--- src/sv/ndr3_pkg.sv ---
`default_nettype none
package ndr3_pkg;
  localparam int unsigned PIX_W = 16;
  localparam int unsigned ROW_W = 16;
  localparam int unsigned COL_W = 12;
  localparam int unsigned SUM_W = 36;
  localparam int unsigned ROOT_W = 18;

  localparam logic [1:0] CFG_WIDTH   = 2'd0;
  localparam logic [1:0] CFG_HEIGHT  = 2'd1;
  localparam logic [1:0] CFG_ADD     = 2'd2;
  localparam logic [1:0] CFG_COMPUTE = 2'd3;

  // controller to datapath
  typedef struct packed {
    logic take;      // latch input, read line stores
    logic load;      // start sums
    logic acc;       // add one squared difference
    logic sqrt_start;
    logic sqrt_step;
    logic finish;    // commit state, form results
    logic pop;       // drop head result
  } ndr3_cmd_t;

  // datapath to controller
  typedef struct packed {
    logic need_sqrt;
    logic sqrt_done;
    logic acc_done;
    logic res_empty;
  } ndr3_sts_t;
endpackage
`default_nettype wire

--- src/sv/ndr3_ctrl.sv ---
`default_nettype none
module ndr3_ctrl (
  input  wire logic                clk_i,
  input  wire logic                rst_ni,
  input  wire logic                in_valid_i,
  output logic                     in_ready_o,
  output logic                     out_valid_o,
  input  wire logic                out_ready_i,
  input  wire ndr3_pkg::ndr3_sts_t sts_i,
  output ndr3_pkg::ndr3_cmd_t      cmd_o
);
  import ndr3_pkg::*;

  localparam logic [2:0] S_IDLE = 3'd0;
  localparam logic [2:0] S_LOAD = 3'd1;
  localparam logic [2:0] S_ACC  = 3'd2;
  localparam logic [2:0] S_SQ0  = 3'd3;
  localparam logic [2:0] S_SQ   = 3'd4;
  localparam logic [2:0] S_FIN  = 3'd5;

  logic [2:0] state_q, state_d;

  // results drain before the next item is taken
  assign in_ready_o  = (state_q == S_IDLE) && sts_i.res_empty;
  assign out_valid_o = (state_q == S_IDLE) && !sts_i.res_empty;

  always_comb begin
    state_d = state_q;
    cmd_o = '0;
    case (state_q)
      S_IDLE: begin
        cmd_o.pop = out_valid_o && out_ready_i;
        if (in_valid_i && in_ready_o) begin
          cmd_o.take = 1'b1;
          state_d = S_LOAD;
        end
      end
      S_LOAD: begin
        cmd_o.load = 1'b1;
        state_d = S_ACC;
      end
      S_ACC: begin
        if (!sts_i.need_sqrt) state_d = S_FIN;
        else if (sts_i.acc_done) state_d = S_SQ0;
        else cmd_o.acc = 1'b1;
      end
      S_SQ0: begin
        cmd_o.sqrt_start = 1'b1;
        state_d = S_SQ;
      end
      S_SQ: begin
        if (sts_i.sqrt_done) state_d = S_FIN;
        else cmd_o.sqrt_step = 1'b1;
      end
      S_FIN: begin
        cmd_o.finish = 1'b1;
        state_d = S_IDLE;
      end
      default: state_d = S_IDLE;
    endcase
  end

  always_ff @(posedge clk_i or negedge rst_ni) begin
    if (!rst_ni) state_q <= S_IDLE;
    else state_q <= state_d;
  end
endmodule
`default_nettype wire

--- config.mk ---
export PLATFORM = sky130hd
export DESIGN_NAME = ndr3_ctrl
export DESIGN_NICKNAME = d
export VERILOG_FILES = /design/src/sv/ndr3_pkg.sv /design/src/sv/ndr3_ctrl.sv
export SDC_FILE = /design/constraint.sdc
export NUM_CORES = 1
export LEC_CHECK = 0
export BUFFER_PORTS_ARGS = -buffer_cell sky130_fd_sc_hd__clkbuf_2
export CAP_MARGIN = 20
export CORE_AREA = 2 2 39 41
export CTS_CLUSTER_DIAMETER = 150
export DETAILED_ROUTE_END_ITERATION = 6
export DIE_AREA = 0 0 41 43
export HOLD_SLACK_MARGIN = 0.02
export PLACE_DENSITY = 0.42
export RECOVER_POWER = 50
export SETUP_SLACK_MARGIN = 0.3
export SYNTH_ARGS = -nofsm -noshare
export SYNTH_HDL_FRONTEND = slang
export SYNTH_SLANG_ARGS = --single-unit
export TNS_END_PERCENT = 1
--- constraint.sdc ---
create_clock -name clk_i -period 0.9 [get_ports clk_i]
set_input_delay 0.135 -clock clk_i [delete_from_list [all_inputs] [get_ports clk_i]]
set_output_delay 0.135 -clock clk_i [all_outputs]
set_load 0.005 [all_outputs]
# Yosys cells after proc, flatten, opt, wreduce, memory -nomap -nowiden
# Index checks and enable logic that the tools add are counted.
[op_classes]
n_eq_ne = 8
muxes = 16
reduce_logical = 7
[op_table]
columns = ["cell", "n"]
rows = [
  ["$pmux W3 S5", 1],
  ["$mux W3", 4],
  ["$mux W1", 11],
  ["$eq A3 B2 Y1 const B", 2],
  ["$eq A3 B3 Y1 const B", 2],
  ["$logic_and A1 B1 Y1", 4],
  ["$eq A3 B1 Y1 const B", 1],
  ["$logic_not A3 Y1", 1],
  ["$ne A3 B3 Y1 const B", 1],
  ["$reduce_and A3 Y1", 1],
  ["$ne A2 B1 Y1 const B", 1],
  ["$ne A2 B2 Y1 const B", 1],
  ["$logic_not A1 Y1", 1],
]
[totals]
output_inout_bits = 9
word_cells = 32
inputBits = 8
ff_bits = 3

# Longest topological paths before layout
[logic_depth]
depth_word = 5
mapped_depth = 4
ltp_nobuf = 3

# Worst setup path before layout
# No wires, ideal clock.
[synth_path]
path_type = "register to output"
start = "reg state_q[2]"
end = "out cmd_o[0] (netlist bit)"
n_path_buf = 1
path_stages_with_launch = 4
t_required_ns = 0.765
path_slack_ns = -0.211
arrival_time_ns = 0.976
path_cell_list = "dfrtp_1 buf_6 nor4_2 and2_1"
[synth_lines]
columns = ["element", "line_no", "rtl"]
rows = [
  ["from (decl)", "ndr3_ctrl.sv:21", "logic [2:0] state_q, state_d;"],
  ["from (signal assigned)", "ndr3_ctrl.sv:65", "else state_q <= state_d;"],
  ["to (decl)", "ndr3_ctrl.sv:10", "output ndr3_pkg::ndr3_cmd_t cmd_o"],
]

==> impl_metrics.json <==
{
  "synth-warning-count": 0,
  "start_util_pct": 18.5,
  "drive_gt1_share_pct": 62.3,
  "via_per_inst": 4.39,
  "die_h_um": 43,
  "ir_drop_mv": 0.805,
  "grt_max_degree": 9,
  "synthCells": 29,
  "critPathSlowestCell": "dfrtp_2",
  "rows": 14,
  "ios": 17,
  "routed_wl_um": 715,
  "die_w_um": 41,
  "hold_path.class": "primary input to flop",
  "worstPathCellList": "nor4_4 -> and2_1 -> clkbuf_2",
  "hp-start": "sts_i[1]",
  "n_fill_cell": 154,
  "slowest_delay_ns": 0.48,
  "largest_register_ffs": 3,
  "cts_buffers": 3,
  "syn_area_per_cell_um2": 8.84,
  "hold_viol_final": 0,
  "worstMarginPinSlew_ns": 0.228,
  "most-common-layout-cells": "clkbuf_2, nor2_1",
  "netlist-cell-type-count": 18,
  "finalClockSkew_ns": 0.00550,
  "grt-ovfl-total": 0,
  "root_buffer": "clkbuf_4",
  "place_area_um2": 360,
  "syn-cell-area_um2": 256,
  "wl_per_cell_um": 10.4,
  "worst_slack_ns": -0.491,
  "grt_pass1_vias": 274,
  "crit_required_ns": 0.76,
  "crit_path_start_kind": "flop",
  "worstReg2RegStart": "state_q[2]$_DFFE_PN0P_",
  "power_density_mw_per_mm2": 2790,
  "fin_crit_sh_pct": 155,
  "status": "finished, violations left",
  "yosys-top-cells-area": "dfrtp_1, nor4b_4, buf_6",
  "leakage_nw": 0.221,
  "cap_violations": 0,
  "largest_register": "state_q",
  "cts_tree": "yes",
  "drtIter0Drc": 1,
  "final_area_um2": 438,
  "min_to": "state_q[0]$_DFFE_PN0P_",
  "drtAntennaViolNets": 0,
  "critical-path-top-delay-family": "flip-flops",
  "crit_type": "flop to primary output",
  "rsz0062_at_grt": "yes",
  "area_delta_synth_final_pct": 70.7,
  "rrSetupSlack_ns": -0.23,
  "clk_path_buf_depth": 2,
  "whs_ns": 0.194,
  "num_vias": 303,
  "layout_commonest_cell": "clkbuf_2",
  "cp-end-kind": "primary output",
  "hpwlAfterDp_um": 458,
  "slew_violations": 0,
  "seq_area_frac_synth_pct": 29.3,
  "clk_latency_ns": 0.23,
  "dr.pass1.iters": 2,
  "die_area_mm2": 0.00176,
  "reg_top3": "state_q: 3 flops",
  "synth_top_area_share_pct": 29.3,
  "fin_crit_ns": 1.39,
  "synth_nets": 37,
  "htreeDepth": 1,
  "max_slew_margin_pct": 84.8,
  "ys_ff_latch": 3,
  "cp.arrival_ns": 1.26,
  "crit_buf_inv": 1,
  "violations": "setup timing",
  "final_core_util_pct": 31.6,
  "grt_pass1_wl_um": 1010,
  "diodes": 0,
  "finalSetupViolations": 12,
  "clkSinkCount": 3,
  "r2r.worst_path.cells": 4,
  "yosys.area.top_type": "dfrtp_1",
  "clk_pin_slew_worst_paths_ns": 0.03,
  "port-buffer-count": 16,
  "nets": 62,
  "globalplace.congestion": 0.704,
  "r2r_end": "state_q[0]$_DFFE_PN0P_",
  "grt.total_usage_pct": 8.35,
  "antenna_found_initial": 0,
  "fmaxAchievable_mhz": 719,
  "cp_max_fo": 8,
  "hold_path_depth": 2,
  "drc_errors": 0,
  "core-area_mm2": 0.00138
}
## worst max-delay path by stage
stage	endpoint	start	slack, ns	cells past startpoint
3_5_place_dp	cmd_o[6]	state_q[2]$_DFFE_PN0P_	-0.31	3
2_1_floorplan	cmd_o[6]	state_q[0]$_DFFE_PN0P_	-0.17	3
3_3_place_gp	cmd_o[6]	state_q[0]$_DFFE_PN0P_	-0.31	3
4_1_cts	cmd_o[0]	state_q[0]$_DFFE_PN0P_	-0.50	3
5_1_grt	cmd_o[6]	state_q[1]$_DFFE_PN0P_	-0.54	3
6_report	cmd_o[0]	state_q[0]$_DFFE_PN0P_	-0.49	3
## cells in the mapped netlist (all sizes together)
master and instances:
nor4 3, nand2b 1, or3 1, nor2 4, buf 3, o21a 1
nand2 1, nor4b 1, o21ai 3, inv 3, a211oi 1, and2 2
o211a 1, dfrtp 3, and3 1
## cell type report
class	instances	area, um^2	area share [%]
multi-input cells	20	160	36.6
repair buffers	23	139	31.7
flip-flops and latches	3	78.8	18.0
clock buffers	4	26.3	6.00
well taps	16	20.0	4.57
inverters	3	13.8	3.14
## cells by family after synthesis
family	share of synthesized area, %
buf+inv	16.1
simple gates	39.0
compound gates	15.6
flops	29.3
## stage by stage
stage	setup slack [ns]	cells	setup TNS [ns]	total power [mW]
after floorplan	-0.173	29	-0.613	0.695
after global placement	-0.311	61	-3.15	0.859
after detailed placement	-0.305	61	-2.92	0.836
after CTS	-0.500	69	-4.25	1.18
after global routing	-0.536	69	-4.69	1.29
final	-0.491	69	-4.14	1.22
## routing by layer
layer	share of wire, %	vias up	track usage, %
met3	5.5	0	0
li1	-	147	-
met1	39	147	8.74
met4	0	0	6.00
met2	56	9	14.7
met5	0	-	0
## power breakdown
group          leakage, nW  internal [mW]  switching [mW]
Clock               0.0150          0.166          0.0725
Combinational        0.171          0.361           0.251
Sequential          0.0346          0.201           0.170
Total                0.221          0.728           0.493
## repair_timing
item,in CTS,in global routing
hold buffers,1,0
endpoints found under the setup margin,12,12
pin swaps,2,0
cloned,0,0
buffers inserted,3,0
hold endpoints to repair,3,0
resized for setup,6,5
Note: power is estimated with default switching activity, not from simulation.
